===== config.mk =====
export PLATFORM = sky130hd
export DESIGN_NAME = peq_dp
export DESIGN_NICKNAME = d
export VERILOG_FILES = /design/src/peq_pkg.sv /design/src/peq_dp.sv
export SDC_FILE = /design/constraint.sdc
export NUM_CORES = 2
export LEC_CHECK = 0
export BUFFER_PORTS_ARGS = -buffer_cell sky130_fd_sc_hd__buf_2
export CORE_ASPECT_RATIO = 0.8
export CORE_MARGIN = 3
export CORE_UTILIZATION = 35
export CTS_CLUSTER_SIZE = 8
export DETAILED_ROUTE_END_ITERATION = 6
export SLEW_MARGIN = 20
export SYNTH_ARGS = -nofsm -noshare
export SYNTH_HDL_FRONTEND = slang
export SYNTH_SLANG_ARGS = --single-unit

===== constraint.sdc =====
create_clock -name i_clk -period 11 [get_ports i_clk]
set_input_delay 1.65 -clock i_clk [delete_from_list [all_inputs] [get_ports i_clk]]
set_output_delay 1.65 -clock i_clk [all_outputs]
set_load 0.1 [all_outputs]

===== src/peq_pkg.sv =====
// Shared types and constants for the paced event queue.
// Used by the controller, the datapath, the top level and the checker.
package peq_pkg;

    localparam int QUEUE_DEPTH_DEF = 32;
    localparam int USER_COUNT_DEF  = 4;

    localparam int EVENT_W    = 64;
    localparam int MARK_W     = 64;
    localparam int USER_IN_W  = 8;
    localparam int SAVE_USER_W = 2;
    localparam int TIME_W     = 32;
    localparam int INTERVAL_W = 16;
    localparam int CFG_IDX_W  = 1;
    localparam int CFG_DATA_W = 16;

    localparam logic [1:0] FUNC_PUSH = 2'd0;
    localparam logic [1:0] FUNC_NOTE = 2'd1;
    localparam logic [1:0] FUNC_TICK = 2'd2;

    localparam logic [1:0] KIND_PUSH   = 2'd0;
    localparam logic [1:0] KIND_EVENT  = 2'd1;
    localparam logic [1:0] KIND_SAVE   = 2'd2;
    localparam logic [1:0] KIND_STATUS = 2'd3;

    localparam logic [CFG_IDX_W-1:0] CFG_SINK     = 1'd0;
    localparam logic [CFG_IDX_W-1:0] CFG_INTERVAL = 1'd1;

    localparam logic [INTERVAL_W-1:0] INTERVAL_RESET = 16'd100;

    typedef struct packed {
        logic       latch;
        logic       push;
        logic       note;
        logic       pop;
        logic       scan_clr;
        logic       scan_inc;
        logic       use_scan;
        logic       clr_dirty;
        logic       out_load;
        logic [1:0] out_kind;
        logic       out_last;
        logic       out_pend;
    } t_dp_cmd;

    typedef struct packed {
        logic [1:0] func;
        logic       sink;
        logic       empty;
        logic       hold;
        logic       dirty_sel;
        logic       scan_last;
        logic       pending;
    } t_dp_sts;

endpackage


===== src/peq_dp.sv =====
// Datapath of the paced event queue: event memory, pointers, marks, config and result register.
// Depends on peq_pkg; driven by commands from peq_ctrl.
module peq_dp #(
    parameter int QUEUE_DEPTH = peq_pkg::QUEUE_DEPTH_DEF,
    parameter int USER_COUNT  = peq_pkg::USER_COUNT_DEF
) (
    input  logic                                   i_clk,
    input  logic                                   i_rst_n,
    input  logic                                   i_cfg_we,
    input  logic [peq_pkg::CFG_IDX_W-1:0]          i_cfg_index,
    input  logic [peq_pkg::CFG_DATA_W-1:0]         i_cfg_data,
    input  logic [1:0]                             i_func,
    input  logic [peq_pkg::EVENT_W-1:0]            i_event_word,
    input  logic [peq_pkg::USER_IN_W-1:0]          i_user_index,
    input  logic signed [peq_pkg::MARK_W-1:0]      i_mark_value,
    input  logic [peq_pkg::TIME_W-1:0]             i_now_time,
    input  peq_pkg::t_dp_cmd                       i_cmd,
    output peq_pkg::t_dp_sts                       o_sts,
    output logic [1:0]                             o_kind,
    output logic                                   o_accepted,
    output logic [peq_pkg::EVENT_W-1:0]            o_out_event,
    output logic [peq_pkg::SAVE_USER_W-1:0]        o_save_user,
    output logic signed [peq_pkg::MARK_W-1:0]      o_save_mark,
    output logic                                   o_more_pending,
    output logic                                   o_last
);

    localparam int PTR_W  = (QUEUE_DEPTH > 1) ? $clog2(QUEUE_DEPTH) : 1;
    localparam int CNT_W  = $clog2(QUEUE_DEPTH + 1);
    localparam int USER_W = (USER_COUNT > 1) ? $clog2(USER_COUNT) : 1;

    logic [peq_pkg::EVENT_W-1:0]       r_mem [QUEUE_DEPTH];
    logic [peq_pkg::EVENT_W-1:0]       r_rd_data;
    logic [PTR_W-1:0]                  r_rd_ptr;
    logic [PTR_W-1:0]                  r_wr_ptr;
    logic [CNT_W-1:0]                  r_fill;
    logic signed [peq_pkg::MARK_W-1:0] r_marks [USER_COUNT];
    logic [USER_COUNT-1:0]             r_dirty;
    logic [peq_pkg::TIME_W-1:0]        r_last_emit;
    logic                              r_sink;
    logic [peq_pkg::INTERVAL_W-1:0]    r_interval;
    logic [USER_W-1:0]                 r_scan;

    logic [1:0]                        r_func;
    logic [peq_pkg::EVENT_W-1:0]       r_event;
    logic [peq_pkg::USER_IN_W-1:0]     r_user;
    logic signed [peq_pkg::MARK_W-1:0] r_mark;
    logic [peq_pkg::TIME_W-1:0]        r_now;

    logic [USER_W-1:0]                 addr;
    logic                              full;
    logic                              user_ok;
    logic                              mark_up;
    logic [peq_pkg::TIME_W-1:0]        elapsed;

    assign addr    = i_cmd.use_scan ? r_scan : r_user[USER_W-1:0];
    assign full    = (r_fill == CNT_W'(QUEUE_DEPTH));
    assign user_ok = (r_user < peq_pkg::USER_IN_W'(USER_COUNT));
    assign mark_up = user_ok && (r_mark > r_marks[addr]);
    assign elapsed = r_now - r_last_emit;

    always_comb begin
        o_sts.func      = r_func;
        o_sts.sink      = r_sink;
        o_sts.empty     = (r_fill == '0);
        o_sts.hold      = (r_last_emit != '0)
                          && (elapsed < peq_pkg::TIME_W'(r_interval));
        o_sts.dirty_sel = r_dirty[addr];
        o_sts.scan_last = (r_scan == USER_W'(USER_COUNT - 1));
        o_sts.pending   = (r_fill != '0) || (|r_dirty);
    end

    always_ff @(posedge i_clk) begin
        if (i_cmd.push && !full) begin
            r_mem[r_wr_ptr] <= r_event;
        end
        r_rd_data <= r_mem[r_rd_ptr];
    end

    always_ff @(posedge i_clk) begin
        if (i_cmd.latch) begin
            r_func  <= i_func;
            r_event <= i_event_word;
            r_user  <= i_user_index;
            r_mark  <= i_mark_value;
            r_now   <= i_now_time;
        end
        if (i_cmd.out_load) begin
            o_kind         <= i_cmd.out_kind;
            o_last         <= i_cmd.out_last;
            o_accepted     <= (i_cmd.out_kind == peq_pkg::KIND_PUSH) && !full;
            o_out_event    <= (i_cmd.out_kind == peq_pkg::KIND_EVENT) ? r_rd_data : '0;
            o_save_user    <= (i_cmd.out_kind == peq_pkg::KIND_SAVE)
                              ? peq_pkg::SAVE_USER_W'(r_scan) : '0;
            o_save_mark    <= (i_cmd.out_kind == peq_pkg::KIND_SAVE) ? r_marks[addr] : '0;
            o_more_pending <= (i_cmd.out_kind == peq_pkg::KIND_STATUS) && i_cmd.out_pend;
        end
    end

    always_ff @(posedge i_clk) begin
        if (!i_rst_n) begin
            r_rd_ptr    <= '0;
            r_wr_ptr    <= '0;
            r_fill      <= '0;
            r_dirty     <= '0;
            r_last_emit <= '0;
            r_sink      <= 1'b1;
            r_interval  <= peq_pkg::INTERVAL_RESET;
            r_scan      <= '0;
            for (int u = 0; u < USER_COUNT; u++) begin
                r_marks[u] <= '0;
            end
        end else begin
            if (i_cfg_we) begin
                case (i_cfg_index)
                    peq_pkg::CFG_SINK:     r_sink     <= i_cfg_data[0];
                    peq_pkg::CFG_INTERVAL: r_interval <= i_cfg_data;
                    default: ;
                endcase
            end
            if (i_cmd.push && !full) begin
                r_wr_ptr <= (r_wr_ptr == PTR_W'(QUEUE_DEPTH - 1)) ? '0 : r_wr_ptr + 1'b1;
                r_fill   <= r_fill + 1'b1;
            end
            if (i_cmd.pop) begin
                r_rd_ptr    <= (r_rd_ptr == PTR_W'(QUEUE_DEPTH - 1)) ? '0 : r_rd_ptr + 1'b1;
                r_fill      <= r_fill - 1'b1;
                r_last_emit <= r_now;
            end
            if (i_cmd.note && mark_up) begin
                r_marks[addr] <= r_mark;
                r_dirty[addr] <= 1'b1;
            end
            if (i_cmd.clr_dirty) begin
                r_dirty[addr] <= 1'b0;
            end
            if (i_cmd.scan_clr) begin
                r_scan <= '0;
            end else if (i_cmd.scan_inc) begin
                r_scan <= r_scan + 1'b1;
            end
        end
    end

endmodule


# == After elaboration in Yosys (flattened, before gate mapping) ==
# Memories as Yosys holds them, arrays and structs flattened. A register that Yosys moved wholly into a read port is not among the register bits.
# Cells that the tools add are included.
# Widths: inputs -> output; s select.
# classes
add_sub_neg,6
mux,21
n_reduce_logical,19
multipliers,0
n_eq_ne,7
shifts,0
bitwise,5
n_div,0
order_cmp,5
# op_table
operator,count
$gt 64x64->1,1
$mux 64,1
$reduce_or 64->1,1
$lt 32x16->1,1
$reduce_bool 32->1,1
$sub 32x32->32,1
$mux 4,3
$mux 6,2
$add 5x1->5 const B,2
$eq 5x5->1 const B,2
$mux 5,2
$mux 1,9
$lt 8x3->1 const B,1
$logic_and 1x1->1,7
$add 6x1->6 const B,1
$eq 2x2->1 const B,3
$eq 6x6->1 const B,1
$logic_not 6->1,1
$reduce_bool 6->1,1
$sub 6x1->6 const B,1
$and 4x4->4,1
$mux 2,2
$not 4->4,1
$or 4x4->4,1
14 further kinds,16
# word_totals
out_inout_bits,143
ram_bits,2304
reg_bits,376
romBits,0
word_cells,85
latch_bits,0
inputBits,203
n_memories,2
# mem_list
name,words,word_bits,rd,rd_clocked_by_memory_dff,write_ports,line,rtl
r_mem,32,64,1,1,1,peq_dp.sv:32,logic [peq_pkg::EVENT_W-1:0] r_mem [QUEUE_DEPTH];
r_marks,4,64,1,0,4,peq_dp.sv:37,logic signed [peq_pkg::MARK_W-1:0] r_marks [USER_COUNT];

# == Logic depth before layout (Yosys ltp) ==
# logic_depth
word_depth,10
ltp_mapped,18
mapped_depth_nobuf,18

# == Worst setup path after synthesis ==
# OpenSTA, ideal clock, no wires.
# synth_path
path_type,input-to-reg
from,input i_cmd[6] in the netlist's numbering
to,"memory r_marks[3][0] in the netlist's numbering, enable pin"
arrival_ns,9.947
required_time_ns,10.420
setup_time_ns,0.580
path_buffers,2
path_stages,15
path_slack_ns,0.473
path_cell_list,mux2_2 > buf_1 > mux4_2 > inv_1 > ha_1 > nand4_1 > nor4_2 > nand4_1 > or4_1 > a41o_1 > o2111ai_2 > xnor2_2 > nand2_1 > buf_4 > o31ai_1
# synth_lines
element,line,rtl
"start, declared",peq_dp.sv:17,"input peq_pkg::t_dp_cmd i_cmd,"
"end, declared",peq_dp.sv:37,

==> results.json <==
{
  "min_period_over_period": 0.6805,
  "synth_cells": 5094,
  "fp.dieW_um": 623.3,
  "drc": 0,
  "synth_top_area_frac": 0.7343,
  "syn_area_per_cell_um2": 20.95,
  "ys_seq_area_frac": 0.7596,
  "dpl_cell_area_mm2": 0.1136,
  "gp_congestion": 0.8048,
  "crit_type": "flop to primary output",
  "cap_violations": 0,
  "outcome": "finished clean",
  "async_flop_share": 0,
  "synth_largest_area_cell": "edfxtp_1",
  "critical_path_peak_fanout": 3,
  "nets": 6014,
  "slew_headroom": 0.2496,
  "pin_count": 346,
  "insertion_delay_ns": 0.88,
  "rsz0062_at_grt": "false",
  "first_pass_iters": 6,
  "clock-sinks": 2744,
  "tns_ns": 0,
  "stdcell_area_mm2": 0.1247,
  "crit_required_ns": 9.35,
  "grt_use_total": 0.1725,
  "dr.first_iter.drc_count": 5637,
  "root_buffer": "clkbuf_16",
  "hpwl_mm": 143.5,
  "io_buffers": 345,
  "vias": 52628,
  "grt_pass1_vias": 53929,
  "ir_drop_mv": 0.1261,
  "crit_buf_inv": 3,
  "cts_max_path_buffers": 4,
  "clk_pin_slew_ns": 0.05,
  "coreArea_mm2": 0.3020,
  "dieHeight_um": 499.8,
  "slowest_delay_ns": 0.57,
  "crit_path_end_kind": "primary output",
  "leakage_nw": 40.15,
  "final_core_util": 0.4128,
  "synthTopCellsByArea": "edfxtp_1 73%, mux4_2 15%, dfxtp_1 2.5%",
  "die_area_mm2": 0.3116,
  "worstMarginPinSlew_ns": 1.126,
  "via_per_inst": 5.288,
  "power_w": 0.02452,
  "finalMaxSlewViolations": 0,
  "postRouteAntennaNets": 0,
  "wl_per_cell_um": 27.49,
  "cts_buffers": 386,
  "slowest_stage": "a2111oi_0",
  "area_delta_synth_final_pct": 16.86,
  "crit_chain": "inv_1 -> ha_1 -> inv_1 -> fa_1 -> a211oi_1 -> o211ai_1 -> a21boi_0 -> o21a_1 -> xnor2_1 -> ha_1 -> nand4_1 -> a2111oi_0 -> a2111oi_0 -> o2111ai_1 -> nor4_1 -> and3_1 -> buf_2",
  "cts-hold-fix-buffers": 0,
  "yosysWarnings": 0,
  "grt_max_degree": 150,
  "grt_pass1_wl_mm": 390.8,
  "p_per_area_mw_per_mm2": 196.6,
  "hold_path_class": "flop to flop",
  "ys.flop_type": "edfxtp_1",
  "ys_ff_latch": 2744,
  "timing.final.crit_period_ns": 7.485,
  "critPathArrivalTime_ns": 5.84,
  "cts_tree": "done",
  "cts.repair.resized": 0,
  "synth_area_mm2": 0.1067,
  "final_layout_size_suffix_gt1_frac": 0.2853,
  "clock-skew-final_ns": 0.07234,
  "finalHoldViolCount": 0,
  "initial_core_util": 0.3533,
  "clock.fmax_mhz": 133.6,
  "synth_edf_count": 2609,
  "h-tree-depth": 5,
  "row_count": 180,
  "grt_overflow_total": 0,
  "critPathTopFamily": "compound AO/OA/AOI/OAI gates",
  "antenna_found_initial": 30,
  "synth_nets": 5421,
  "nFillCells": 26192,
  "yosysUniqueCellTypes": 66,
  "cp-start-kind": "flop",
  "final-setup-viol-count": 0,
  "routed_wl_mm": 273.6,
  "post_cts_buffers": 0
}
## cells in the mapped netlist, types with 16 or more instances
master,count
o21ai_0,38
nor2b_1,51
nand2_1,153
inv_1,129
xnor2_1,16
mux4_2,705
a21o_1,39
a21oi_1,59
buf_1,50
nand4_1,24
a21boi_0,19
nand3_1,17
buf_6,19
nor2_1,320
clkbuf_1,172
mux2i_1,41
and2_1,138
ha_1,122
edfxtp_1,2609
nor4_1,16
dfxtp_1,135
mux2_2,68
## report_power, final
part / leakage, nW / internal [W] / total, W / switching [W]
registers: 25.3 / 0.0118 / 0.0121 / 0.000265
logic: 9.66 / 0.000653 / 0.00167 / 0.00102
clock network: 5.22 / 0.00653 / 0.0108 / 0.00427
## registers in the layout, indices dropped and copies added (netlist names), 2 cells and up
name / flops
r_wr_ptr: 5
r_mem: 2048
r_dirty: 4
r_rd_data: 64
r_interval: 16
r_scan: 2
r_rd_ptr: 5
r_now: 32
r_event: 64
r_last_emit: 32
r_mark: 64
r_user: 8
r_func: 2
o_out_event: 64
o_kind: 2
o_save_user: 2
r_fill: 6
r_marks: 256
o_save_mark: 64
## final cells by class
| type | count | area, um2 | area share |
|---|---|---|---|
| Sequential cell | 2744 | 81070 | 0.6502 |
| Clock buffer | 620 | 10580 | 0.08485 |
| Tap cell | 4004 | 5010 | 0.04018 |
| Inverter | 129 | 484.2 | 0.003883 |
| Timing Repair Buffer | 458 | 2771 | 0.02223 |
| Antenna cell | 7 | 17.52 | 0.0001405 |
| Multi-Input combinational cell | 1968 | 24390 | 0.1956 |
| Clock inverter | 23 | 369.1 | 0.002960 |
## metrics by stage
stage / std cells / hold slack (ns) / worst slack, ns
global placement: 9297 / 0.4452 / 3.517
finish: 9953 / 0.4539 / 3.515
CTS: 9941 / 0.4612 / 3.550
global route: 9948 / 0.4816 / 3.090
detailed placement: 9298 / 0.4568 / 3.462
floorplan: 5094 / 0.4335 / 0.4729
## layer usage
layer  vias to the layer above  GRT usage  share of wire
met4                         2    0.04384          0.023
met5                         -          0       0.000048
met3                       444    0.03445          0.076
li1                      21978          -              -
met1                     27991     0.2464           0.43
met2                      2213     0.2712           0.47
## worst paths after layout
check / to / slack, ns / cells past startpoint / startpoint
setup / recovery: o_sts[3] / 3.51 / 17 / r_now[0]
hold / removal: o_out_event[35] / 0.45 / 1 / r_rd_data[35]
setup reg to reg: r_marks[3][41] / 4.87 / 13 / r_scan[0]
hold reg to reg: o_out_event[35] / 0.45 / 1 / r_rd_data[35]
## worst reg2reg max path, delay by kind of cell, from the launching register on
kind                       cells  cell delay, ns
buffers and inverters          3            1.67
muxes                          2            1.42
AOI/OAI and AO/OA              5            1.29
DFF                            1            0.43
adders and majority gates      1            0.24
and+or+nand+nor                1            0.15
xor gates and xnor gates       1            0.49
## cells by family after synthesis
kind of cell / after synthesis / share of synthesized area
and+or+nand+nor: 779 / 0.03478
DFF: 2744 / 0.7596
buffers and inverters: 382 / 0.01499
AOI/OAI and AO/OA: 225 / 0.01391
adders and majority gates: 124 / 0.01468
xor gates and xnor gates: 26 / 0.002205
muxes: 814 / 0.1598
## cell usage in the layout (no fill, tap or decap), types with 32 or more instances in the layout
master     count
a21o_1        39
a21oi_1       59
and2_1       138
buf_2        342
buf_4        100
clkbuf_1     232
clkbuf_16    388
dfxtp_1      130
edfxtp_1    2609
ha_1         122
inv_1        129
mux2_2        66
mux2i_1       41
mux4_2       705
nand2_1      149
nor2_1       288
nor2_4        32
nor2b_1       49
o21ai_0       38
(Power assumes the default switching activity.)
