**config.mk**
```make
export PLATFORM = sky130hd
export DESIGN_NAME = peq_ctrl
export DESIGN_NICKNAME = d
export VERILOG_FILES = /design/src/peq_pkg.sv /design/src/peq_ctrl.sv
export SDC_FILE = /design/constraint.sdc
export NUM_CORES = 1
export LEC_CHECK = 0
export ABC_CLOCK_PERIOD_IN_PS = 1500
export BUFFER_PORTS_ARGS = -buffer_cell sky130_fd_sc_hd__buf_2
export CAP_MARGIN = 20
export CORE_AREA = 2 2 39 41
export DETAILED_ROUTE_END_ITERATION = 8
export DIE_AREA = 0 0 41 43
export PLACE_DENSITY = 0.71
export SYNTH_ARGS = -nofsm -noshare
export SYNTH_HDL_FRONTEND = slang
export SYNTH_SLANG_ARGS = --single-unit
```
**constraint.sdc**
```tcl
create_clock -name i_clk -period 1.5 [get_ports i_clk]
set_input_delay 0.15 -clock i_clk [delete_from_list [all_inputs] [get_ports i_clk]]
set_output_delay 0.15 -clock i_clk [all_outputs]
set_load 0.05 [all_outputs]
```
**src/peq_pkg.sv**
```systemverilog
// Shared types and constants for the paced event queue.
// Used by the controller, the datapath, the top level and the checker.
package peq_pkg;

    localparam int QUEUE_DEPTH_DEF = 32;
    localparam int USER_COUNT_DEF  = 4;

    localparam int EVENT_W    = 64;
    localparam int MARK_W     = 64;
    localparam int USER_IN_W  = 8;
    localparam int SAVE_USER_W = 2;
    localparam int TIME_W     = 32;
    localparam int INTERVAL_W = 16;
    localparam int CFG_IDX_W  = 1;
    localparam int CFG_DATA_W = 16;

    localparam logic [1:0] FUNC_PUSH = 2'd0;
    localparam logic [1:0] FUNC_NOTE = 2'd1;
    localparam logic [1:0] FUNC_TICK = 2'd2;

    localparam logic [1:0] KIND_PUSH   = 2'd0;
    localparam logic [1:0] KIND_EVENT  = 2'd1;
    localparam logic [1:0] KIND_SAVE   = 2'd2;
    localparam logic [1:0] KIND_STATUS = 2'd3;

    localparam logic [CFG_IDX_W-1:0] CFG_SINK     = 1'd0;
    localparam logic [CFG_IDX_W-1:0] CFG_INTERVAL = 1'd1;

    localparam logic [INTERVAL_W-1:0] INTERVAL_RESET = 16'd100;

    typedef struct packed {
        logic       latch;
        logic       push;
        logic       note;
        logic       pop;
        logic       scan_clr;
        logic       scan_inc;
        logic       use_scan;
        logic       clr_dirty;
        logic       out_load;
        logic [1:0] out_kind;
        logic       out_last;
        logic       out_pend;
    } t_dp_cmd;

    typedef struct packed {
        logic [1:0] func;
        logic       sink;
        logic       empty;
        logic       hold;
        logic       dirty_sel;
        logic       scan_last;
        logic       pending;
    } t_dp_sts;

endpackage

```
**src/peq_ctrl.sv**
```systemverilog
// Sequencing state machine for the paced event queue.
// Depends on peq_pkg for the command and status structs and the codes.
module peq_ctrl (
    input  logic             i_clk,
    input  logic             i_rst_n,
    input  logic             i_in_valid,
    output logic             o_in_stall,
    input  logic             i_out_stall,
    output logic             o_out_valid,
    input  peq_pkg::t_dp_sts i_sts,
    output peq_pkg::t_dp_cmd o_cmd
);

    localparam logic [2:0] ST_IDLE   = 3'd0;
    localparam logic [2:0] ST_DECODE = 3'd1;
    localparam logic [2:0] ST_EMIT   = 3'd2;
    localparam logic [2:0] ST_SCAN   = 3'd3;
    localparam logic [2:0] ST_STATUS = 3'd4;

    logic [2:0]       r_state;
    logic [2:0]       n_state;
    logic             r_out_valid;
    logic             n_out_valid;
    logic             out_free;
    peq_pkg::t_dp_cmd cmd;

    assign out_free    = !r_out_valid || !i_out_stall;
    assign o_in_stall  = (r_state != ST_IDLE);
    assign o_out_valid = r_out_valid;
    assign o_cmd       = cmd;

    always_comb begin
        n_state     = r_state;
        n_out_valid = out_free ? 1'b0 : r_out_valid;
        cmd         = '0;
        case (r_state)
            ST_IDLE: begin
                if (i_in_valid) begin
                    cmd.latch = 1'b1;
                    n_state   = ST_DECODE;
                end
            end
            ST_DECODE: begin
                case (i_sts.func)
                    peq_pkg::FUNC_PUSH: begin
                        if (out_free) begin
                            cmd.push     = 1'b1;
                            cmd.out_load = 1'b1;
                            cmd.out_kind = peq_pkg::KIND_PUSH;
                            cmd.out_last = 1'b1;
                            n_state      = ST_IDLE;
                        end
                    end
                    peq_pkg::FUNC_NOTE: begin
                        cmd.note = 1'b1;
                        n_state  = ST_IDLE;
                    end
                    peq_pkg::FUNC_TICK: begin
                        if (!i_sts.sink) begin
                            if (out_free) begin
                                cmd.out_load = 1'b1;
                                cmd.out_kind = peq_pkg::KIND_STATUS;
                                cmd.out_last = 1'b1;
                                n_state      = ST_IDLE;
                            end
                        end else if (i_sts.empty) begin
                            cmd.scan_clr = 1'b1;
                            n_state      = ST_SCAN;
                        end else if (i_sts.hold) begin
                            n_state = ST_STATUS;
                        end else begin
                            n_state = ST_EMIT;
                        end
                    end
                    default: begin
                        n_state = ST_IDLE;
                    end
                endcase
            end
            ST_EMIT: begin
                if (out_free) begin
                    cmd.pop      = 1'b1;
                    cmd.out_load = 1'b1;
                    cmd.out_kind = peq_pkg::KIND_EVENT;
                    n_state      = ST_STATUS;
                end
            end
            ST_SCAN: begin
                cmd.use_scan = 1'b1;
                if (i_sts.dirty_sel) begin
                    if (out_free) begin
                        cmd.clr_dirty = 1'b1;
                        cmd.out_load  = 1'b1;
                        cmd.out_kind  = peq_pkg::KIND_SAVE;
                        if (i_sts.scan_last) begin
                            n_state = ST_STATUS;
                        end else begin
                            cmd.scan_inc = 1'b1;
                        end
                    end
                end else if (i_sts.scan_last) begin
                    n_state = ST_STATUS;
                end else begin
                    cmd.scan_inc = 1'b1;
                end
            end
            ST_STATUS: begin
                if (out_free) begin
                    cmd.out_load = 1'b1;
                    cmd.out_kind = peq_pkg::KIND_STATUS;
                    cmd.out_last = 1'b1;
                    cmd.out_pend = i_sts.pending;
                    n_state      = ST_IDLE;
                end
            end
            default: begin
                n_state = ST_IDLE;
            end
        endcase
        if (cmd.out_load) begin
            n_out_valid = 1'b1;
        end
    end

    always_ff @(posedge i_clk) begin
        if (!i_rst_n) begin
            r_state     <= ST_IDLE;
            r_out_valid <= 1'b0;
        end else begin
            r_state     <= n_state;
            r_out_valid <= n_out_valid;
        end
    end

endmodule

```
After elaboration in Yosys (flattened, before gate mapping)
Cells that the tools add are included.
- equal/unequal tests: 9
- reduce and logical (&&, ||, !) cells: 8
- multiplexer cells: 39
- operators by type and width (kind ; number):
    $mux W3 ; 11
    $mux W4 ; 5
    $mux W1 ; 16
    $pmux W3 S5 ; 1
    $pmux W3 S4 ; 1
    $pmux W4 S2 ; 1
    $eq A3 B2 Y1 const B ; 2
    $pmux W3 S2 ; 1
    $mux W5 ; 1
    $ne A2 B2 Y1 const B ; 2
    $eq A3 B1 Y1 const B ; 1
    $eq A3 B3 Y1 const B ; 1
    $logic_not A3 Y1 ; 1
    $ne A3 B3 Y1 const B ; 1
    $reduce_and A3 Y1 ; 1
    $reduce_bool A3 Y1 ; 1
    $eq A2 B1 Y1 const B ; 1
    $eq A2 B2 Y1 const B ; 1
    $logic_not A1 Y1 ; 2
    $logic_not A2 Y1 ; 1
    $mux W2 ; 1
    $pmux W1 S2 ; 1
    $reduce_bool A2 Y1 ; 1
    $logic_or A1 B1 Y1 ; 1
- word-level logic and storage cells: 58
- output and inout port bits: 15
- register bits: 4

Depth between registers and ports, before layout
Gate-level depths: netlist of run 1.
- depth in word-level cells: 7
- mapped depth: 6
- mapped depth without buffers: 4

Least setup slack after synthesis of run 1
OpenSTA, ideal clock, no wires.
- path type: register to output
- start point: register r_out_valid (netlist: o_out_valid)
- end point: output port o_cmd[0] (netlist bit)
- required time: 1.350 ns
- setup slack: -1.016 ns
- arrival time: 2.366 ns
- path buffers: 1
- cell stages (with the launch flop): 4
- cell sequence: dfxtp_1 and2_1 clkbuf_1 nor4_1
- RTL lines (what ; RTL line ; text):
    start: declaration ; peq_ctrl.sv:22 ; logic r_out_valid;
    start signal: assignment ; peq_ctrl.sv:131 ; r_out_valid <= n_out_valid;
    end: declaration ; peq_ctrl.sv:11 ; output peq_pkg::t_dp_cmd o_cmd

==> metrics, run 1 <==
Root Buffer=clkbuf_4; Post-Syn Area=approximately 440 sq um; final WL=between 1.5 and 2 mm; largest net degree at the start of global routing=11; Static Leak=0.443 nW; CTS Buf Count=3; RSZ-0062 raised after global routing=true; DR WL/cell=roughly 16 um; met1 wire length=approximately 770 um; Seq cells post-synth=4; number of global-route vias before repair=600; CP Max Fanout=3; fraction of layout cells with a size suffix above 1=0.670; fmax=518 MHz; top sig layer=met4; sequential power share=0.226; cell row count=14; Initial DRC Count=12; WP data arrival=roughly 1.8 ns; Top-Level Pins=27; most frequent cells in the layout=buf_2 (13), buf_6 (13), buf_4 (13); Sw Share=0.377; initial antenna violation count=0; global-route wire length before repair=around 2.3 mm; Clock transition at path regs=about 0.04 ns; CTS Hold Bufs=0; post-synthesis sequential area ratio=0.182; vias post-DR=roughly 660; DP HPWL=around 1.1 mm; fillcell total=94; Yosys Warn Count=0; GPL Wtd Cong=between 0.7 and 0.8; Mapped Avg Cell Area=6.97 sq um; Final Max Slew Viols=0; Final Cycle Share=1.29; Longest Clk Path Bufs=2; Max-cap violations=0; CP endpoint kind=primary output; Logic pwr share=0.521; failing checks=setup timing; Worst slew margin=0.781; Layout area overhead=124%; P_int=roughly 0.32 mW; Routed Antenna Nets=0; clk sinks=4; # nets final=120; Via-to-Cell Ratio=5.44; minimum clock period=1.93 ns; TritonCTS clock tree=done; GRT Total Usage=0.190; total power draw=just over 0.5 mW; grt total ovfl=0; min setup slack post-route=-0.429 ns; CP max stage cell=or3b_4; Critical Path, Cell by Cell=or3b_4, or3_4, a21boi_1, nor2_1, buf_6; Die Area=about 1800 sq um; met3 wire length=about 90 um; final hold violations=0; Antenna diodes=0; DRT Pass-1 Iters=4; DRC=0; maximum VDD drop=around 380 uV; CP bufs+invs=1; WS Path Type=flop to primary output; worst-skew pair later-pin latency=approximately 0.23 ns; Initial Util=0.317; CP required=between 1 and 1.5 ns; top cells by area, synth=dfxtp_1 (18%), a21oi_1 (6.8%), mux2i_1 (6.8%); Core ar.=1380 sq um; HP Class=primary input to flop; PD cells=~520 nW/um^2; Setup Viol. Count Final=10; port bufs=26; metal2 WL=~1.1 mm; H-tree Lvls=1; clock skew=roughly 0.0072 ns; Synth cell types=29; run status=finished, violations left; worst slew pin tran=approximately 0.33 ns; Startpoint Class=flop; Chip Width=41 um; CP delay by family, top=simple AND/OR/NAND/NOR gates; max incr delay on CP=0.39 ns; Psw=about 0.19 mW; Mapped Cells=63; area leader, netlist=dfxtp_1; setup TNS=-1.85 ns; Synth Net Count=between 70 and 80; clock group share of total power=0.253; Synth top area share=0.182; chip height=about 43 um; pre-CTS WS=-0.216 ns
metrics by stage:
step	hold WS, ns	cell area [sq um]	cells	utilization
finish	0.159	982	122	0.710
detailed placement	0.387	706	110	0.510
floorplan	0.276	515	63	-
global route	0.156	982	122	0.710
CTS	0.150	905	119	0.654
global placement	0.399	706	110	0.510
area by class of cell:
class                           count  area, sq um  share of cell area
Multi-Input combinational cell     51          440               0.448
Timing Repair Buffer               45          404               0.411
Clock buffer                        3         22.5              0.0229
Inverter                            3         11.3              0.0115
Tap cell                           16         20.0              0.0204
Sequential cell                     4         83.8              0.0854
worst paths after layout:
kind	cells past startpoint	startpoint	slack (ns)	endpoint
setup / recovery	5	r_state[1]	-0.43	o_cmd[4]
hold / removal	2	i_rst_n	0.16	r_state[0]
setup reg to reg	4	r_state[1]	0.05	o_out_valid
hold reg to reg	2	o_out_valid	0.59	o_out_valid
worst register-to-register path: cells and delay by family, from the launching register on:
family,cells,cell delay (ns)
compound gates,2,0.31
simple gates,2,0.75
flops,1,0.31
state kept, by name, summed over array words and instances, names as in the netlist:
signal / count
o_out_valid: 1
r_state: 3
kinds of logic after synthesis:
group / after synthesis / share of synthesized area
AND/OR/NAND/NOR: 31 / 0.402
buffers and inverters: 8 / 0.0969
multiplexers: 3 / 0.0684
flip-flops: 4 / 0.182
AO/OA/AOI/OAI: 17 / 0.251
repair_timing:
| action | 4_1_cts | 5_1_grt |
|---|---|---|
| endpoints found under the setup margin | 12 | 14 |
| pin swaps | 3 | 2 |
| setup buffers | 6 | 4 |
| resized for setup | 42 | 13 |
synth_stat cells:
cell type  number
dfxtp_1         4
nor3b_1         2
nor2_1          6
nor4_1          2
a21boi_1        1
nand2b_1        2
o22a_1          1
or3_4           1
a22o_1          1
nor2b_1         2
nand2_1         8
inv_1           3
and3_1          2
or3b_4          1
nand3_1         1
a21oi_1         6
clkbuf_1        2
o31ai_1         2
o22ai_1         1
buf_2           1
buf_6           1
o21ai_0         2
and2_1          2
a2111oi_0       1
nand4bb_1       1
buf_4           1
mux2i_1         3
a22oi_1         2
nand3b_1        1
power by group through the flow:
| stage | combinational [mW] | clock [mW] | sequential [mW] |
|---|---|---|---|
| after global routing | 0.279 | 0.151 | 0.117 |
| final | 0.267 | 0.130 | 0.116 |
| after floorplan | 0.130 | 0 | 0.123 |
| after global placement | 0.190 | 0 | 0.116 |
| after detailed placement | 0.192 | 0 | 0.116 |
| after CTS | 0.246 | 0.138 | 0.116 |
routing by layer:
layer,track usage,up-vias
met2,0.331,21
met4,0.120,0
met1,0.179,321
li1,-,318
met3,0.0471,4
met5,0,-
No activity file was read; power rests on OpenSTA's default activity.
==> run 2: changes to the inputs <==
--- a/config.mk
+++ b/config.mk
@@ -9,8 +9,10 @@
 export BUFFER_PORTS_ARGS = -buffer_cell sky130_fd_sc_hd__buf_2
 export CAP_MARGIN = 20
 export CORE_AREA = 2 2 39 41
+export CTS_BUF_LIST = sky130_fd_sc_hd__clkbuf_8
 export DETAILED_ROUTE_END_ITERATION = 8
 export DIE_AREA = 0 0 41 43
+export GPL_TIMING_DRIVEN = 0
 export PLACE_DENSITY = 0.71
 export SYNTH_ARGS = -nofsm -noshare
 export SYNTH_HDL_FRONTEND = slang
==> run 2 against run 1 <==
The flow still finishes with violations (setup timing). Setup slack lost 0.0058 ns. Cell count decreased by 4.1%. Clock-buffer cell count did not move. Via count down 5.1%. Critical path depth rose by 1. Cell area down 0.25%. Routed wire length shrank 8.7%. Sequential cell count unchanged. Clock skew fell by 0.0070 ns. Critical endpoint unchanged. Largest power group unchanged.
==> metrics, run 2 (same netlist as run 1, synthesis figures left out) <==
worst slew pin tran=around 0.34 ns; largest reg by FF count=r_state; commonest non-fill, non-tap cell in the layout=buf_2; CP required=1.35 ns; Antenna diodes=0; Static Leak=0.423 nW; min setup slack post-route=-0.435 ns; Chip Width=roughly 41 um; Via-to-Cell Ratio=about 5.4; minimum clock period=between 1.5 and 2 ns; Top-Level Pins=27; most frequent cells in the layout=buf_2 (13), buf_6 (12), buf_4 (9); # nets final=115; Final Cycle Share=1.29; clock skew=~0.00015 ns; Final Non-Filler Cells=117; global-route wire length before repair=2.46 mm; DP HPWL=between 1 and 1.5 mm; Root Buffer=clkbuf_8; TritonCTS clock tree=done; Core Util, Final=0.708; Worst R2R Setup Slack=-0.15 ns; WS Path Type=flop to primary output; Setup Viol. Count Final=10; HP Class=primary input to flop; clk sinks=4; sequential power share=0.195; Core ar.=1380 sq um; clock group share of total power=0.371; fraction of layout cells with a size suffix above 1=0.703; WP data arrival=1.78 ns; worst r2r dst=o_out_valid; chip height=roughly 43 um; final WL=roughly 1.8 mm; largest net degree at the start of global routing=11; Psw=0.204 mW; Sw Share=0.342; number of global-route vias before repair=608; Placed Area=roughly 670 sq um; CTS Hold Bufs=0; Logic pwr share=0.434; cell row count=14; RSZ-0062 raised after global routing=true; Routed Antenna Nets=0; grt total ovfl=0; Max-cap violations=0; Hold WS=0.176 ns; DRC=0; Longest Clk Path Bufs=2; GRT Total Usage=0.208; Worst Setup EP=o_cmd[4]; Clock transition at path regs=approximately 0.03 ns; maximum VDD drop=roughly 530 uV; failing checks=setup timing; final hold violations=0; post-layout instance area=between 900 and 1000 sq um; DR WL/cell=around 15 um; max FFs per register=3; pre-CTS WS=-0.489 ns; GPL Wtd Cong=between 0.8 and 0.9; Initial Util=0.317; Initial DRC Count=8; initial antenna violation count=0; port bufs=26; vias post-DR=630; CP Launch Point=r_state[1]; origin of the critical flop-to-flop path=r_state[1]; Final Max Slew Viols=0; PD cells=between 600 and 700 nW/um^2; run status=finished, violations left; H-tree Lvls=1; fmax=slightly above 500 MHz; Layout area overhead=123%; Die Area=about 1800 sq um; CTS Buf Count=3; CP endpoint kind=primary output; Placed Cells=roughly 110; P_int=0.392 mW; DRT Pass-1 Iters=4; Startpoint Class=flop; Worst slew margin=0.771; R2R depth=6; CP Max Fanout=2; worst-skew pair later-pin latency=roughly 0.21 ns
-- run 2: changes by cell type in the layout (fill, tap and decap cells not counted), moves of 2 or more --
cell,delta
nor2_4,-2
clkbuf_8,+3
nor2_2,+2
clkbuf_4,-2
buf_4,-4
-- run 2: timing repair --
item                                    CTS  global route
gates resized for setup                  43            19
pin swaps                                 4             3
endpoints found under the setup margin   17            15
buffers inserted                          7             4
-- run 2: worst min path at each step --
stage,slack [ns],end,cells past startpoint,from
floorplan,0.28,r_state[0],1,i_rst_n
global placement,0.39,r_state[0],2,i_rst_n
detailed placement,0.39,r_state[0],2,i_rst_n
CTS,0.17,r_state[0],2,i_rst_n
global route,0.18,r_state[0],2,i_rst_n
finish,0.18,r_state[0],2,i_rst_n
-- run 2: power by group through the flow --
stage | clock network (mW) | registers, mW | logic, mW
5_1_grt | 0.234 | 0.117 | 0.272
6_report | 0.221 | 0.116 | 0.259
4_1_cts | 0.229 | 0.116 | 0.228
3_3_place_gp | 0 | 0.117 | 0.181
3_5_place_dp | 0 | 0.117 | 0.182
2_1_floorplan | 0 | 0.123 | 0.130
-- run 2: layout make-up --
type | instances | area (sq um)
buffer | 3 | 30.0
clock buffer | 3 | 41.3
fill | 87 | 404
inverter | 3 | 15.0
multi-input combinational | 51 | 468
sequential | 4 | 85.1
tap | 16 | 20.0
timing repair buffer | 37 | 320
-- run 2: routing by layer --
metal / global-route usage / wire (um)
met1: 0.229 / 704
met2: 0.347 / 947
met3: 0.0157 / 104
met4: 0.147 / 40
met5: 0 / 0
-- run 2: worst max-delay path, stage by stage (launching register included) --
cell      delay [ns]
dfxtp_2         0.31
or3b_4          0.40
or3_4           0.34
a21boi_4        0.15
nor2_1          0.10
buf_4           0.13
buf_8           0.14
-- run 2: stage by stage --
step / TNS [ns] / power, mW
5_1_grt: -2.53 / 0.623
3_3_place_gp: -1.32 / 0.298
2_1_floorplan: -0.828 / 0.252
3_5_place_dp: -1.35 / 0.299
4_1_cts: -2.39 / 0.573
6_report: -1.90 / 0.596
==> run 3: changes to the inputs <==
--- a/config.mk
+++ b/config.mk
@@ -14,6 +14,7 @@
 export DIE_AREA = 0 0 41 43
 export GPL_TIMING_DRIVEN = 0
 export PLACE_DENSITY = 0.71
+export SETUP_SLACK_MARGIN = 0.2
 export SYNTH_ARGS = -nofsm -noshare
 export SYNTH_HDL_FRONTEND = slang
 export SYNTH_SLANG_ARGS = --single-unit
==> run 3 against run 2 <==
Combinational power rose by 7%. Largest cell class unchanged. Clock skew rose by 0.0049 ns. Sequential cell count unchanged. Global-route usage is 1.5 points higher. Critical path depth up 1. The run still ends with setup timing left. Power rose by 4.9%. Setup slack worse by 0.055 ns. Highest routed layer unchanged. Sequential share of layout area is 0.53 points lower.
==> metrics, run 3 (same netlist as run 1, synthesis figures left out) <==
run status=finished, violations left; failing checks=setup timing; R2R depth=7; WP data arrival=roughly 1.8 ns; cell row count=14; port bufs=26; global-route wire length before repair=2.68 mm; vias post-DR=662; GPL Wtd Cong=about 0.77; register area=86.3 sq um; H-tree Lvls=1; Static Leak=about 0.46 nW; Top-Level Pins=27; Root Buffer=clkbuf_8; Chip Width=approximately 41 um; final WL=between 2 and 2.5 mm; PD cells=a little under 600 nW/um^2; origin of the critical flop-to-flop path=r_state[1]; min setup slack post-route=-0.490 ns; largest net degree at the start of global routing=11; clk sinks=4; fillcell total=just over 80; clock skew=roughly 0.0050 ns; DP HPWL=1.01 mm; GRT Total Usage=0.223; Via-to-Cell Ratio=~5.5; Hold Startpoint=i_rst_n; CP endpoint kind=primary output; DRT Pass-1 Iters=4; CP required=around 1.4 ns; CTS Hold Bufs=0; Final Max Slew Viols=0; Final Cycle Share=1.33; HP Class=primary input to flop; largest reg by FF count=r_state; Worst R2R Setup Slack=-0.21 ns; initial antenna violation count=0; worst slew pin tran=around 0.35 ns; chip height=43 um; final hold violations=0; Initial Util=0.317; Min-Delay Endpoint=r_state[0]; Setup Viol. Count Final=12; RSZ-0062 raised after global routing=true; fmax=slightly above 500 MHz; Worst Hold Path Cells=2; DRC=0; worst-skew pair later-pin latency=around 0.22 ns; most frequent cells in the layout=buf_2 (12), buf_6 (11), buf_4 (11); Multi-input gate area=around 480 sq um; Startpoint Class=flop; grt total ovfl=0; total power draw=~0.63 mW; # nets final=118; Worst slew margin=0.766; max FFs per register=3; fraction of layout cells with a size suffix above 1=0.724; commonest non-fill, non-tap cell in the layout=buf_2; Clock transition at path regs=approximately 0.03 ns; WS Path Type=flop to primary output; worst r2r dst=o_out_valid; DR WL/cell=between 15 and 20 um; Longest Clk Path Bufs=2; Routed Antenna Nets=0; Antenna diodes=0; Layout area overhead=141%; maximum VDD drop=about 540 uV; number of global-route vias before repair=around 630; Die Area=1760 sq um; Initial DRC Count=26; Max-cap violations=0; minimum clock period=between 1.5 and 2 ns; Core ar.=approximately 1400 sq um; CP Max Fanout=2; TritonCTS clock tree=done; CTS Buf Count=3; Core Util, Final=0.765
==> run 3: final cells by class <==
cell class                 count  area share
multi-input combinational     51       0.454
timing repair buffer          38       0.323
sequential                     4      0.0816
buffer                         5      0.0662
clock buffer                   3      0.0390
tap                           16      0.0189
inverter                       3      0.0142
clock inverter                 1     0.00355
==> run 3: timing repair <==
action                     CTS  global route
setup endpoints to repair   17            18
pin swaps                    6             4
gates resized for setup     47            16
setup buffers                8             4
==> run 3: routing by layer <==
layer / vias up / GRT usage / share of wire
li1: 322 / - / -
met4: 0 / 0.167 / 0.018
met1: 302 / 0.231 / 0.35
met5: - / 0 / 0
met3: 4 / 0.0209 / 0.049
met2: 34 / 0.378 / 0.58
==> run 3: per-stage QoR <==
step	TNS, ns	cells	instance area (sq um)	hold WS, ns	setup slack (ns)
global route	-3.54	121	1060	0.177	-0.547
finish	-2.96	121	1060	0.166	-0.490
global placement	-1.01	105	694	0.392	-0.461
CTS	-2.52	117	972	0.164	-0.555
detailed placement	-1.06	105	694	0.385	-0.476
floorplan	-0.803	63	544	0.276	-0.254
==> run 3: worst max path at each step <==
stage,endpoint,depth (start not counted),startpoint
global route,o_cmd[4],7,r_state[1]
detailed placement,o_cmd[4],7,r_state[1]
finish,o_cmd[4],7,r_state[1]
floorplan,o_cmd[11],4,r_state[1]
CTS,o_cmd[4],7,r_state[1]
global placement,o_cmd[4],7,r_state[1]
==> run 3: power by group <==
group | total, mW | switching (mW) | internal (mW) | leakage [nW]
clock network | 0.231 | 0.0562 | 0.174 | 0.0269
logic | 0.278 | 0.155 | 0.123 | 0.401
registers | 0.117 | 0.00464 | 0.112 | 0.0341
total | 0.625 | 0.216 | 0.410 | 0.462
==> run 3: worst max-delay path: stages, from the launching register on <==
cell      delay [ns]
dfxtp_1         0.29
buf_6           0.11
or3b_4          0.37
or3_4           0.34
a21boi_4        0.15
nor2_1          0.10
buf_4           0.12
buf_8           0.13
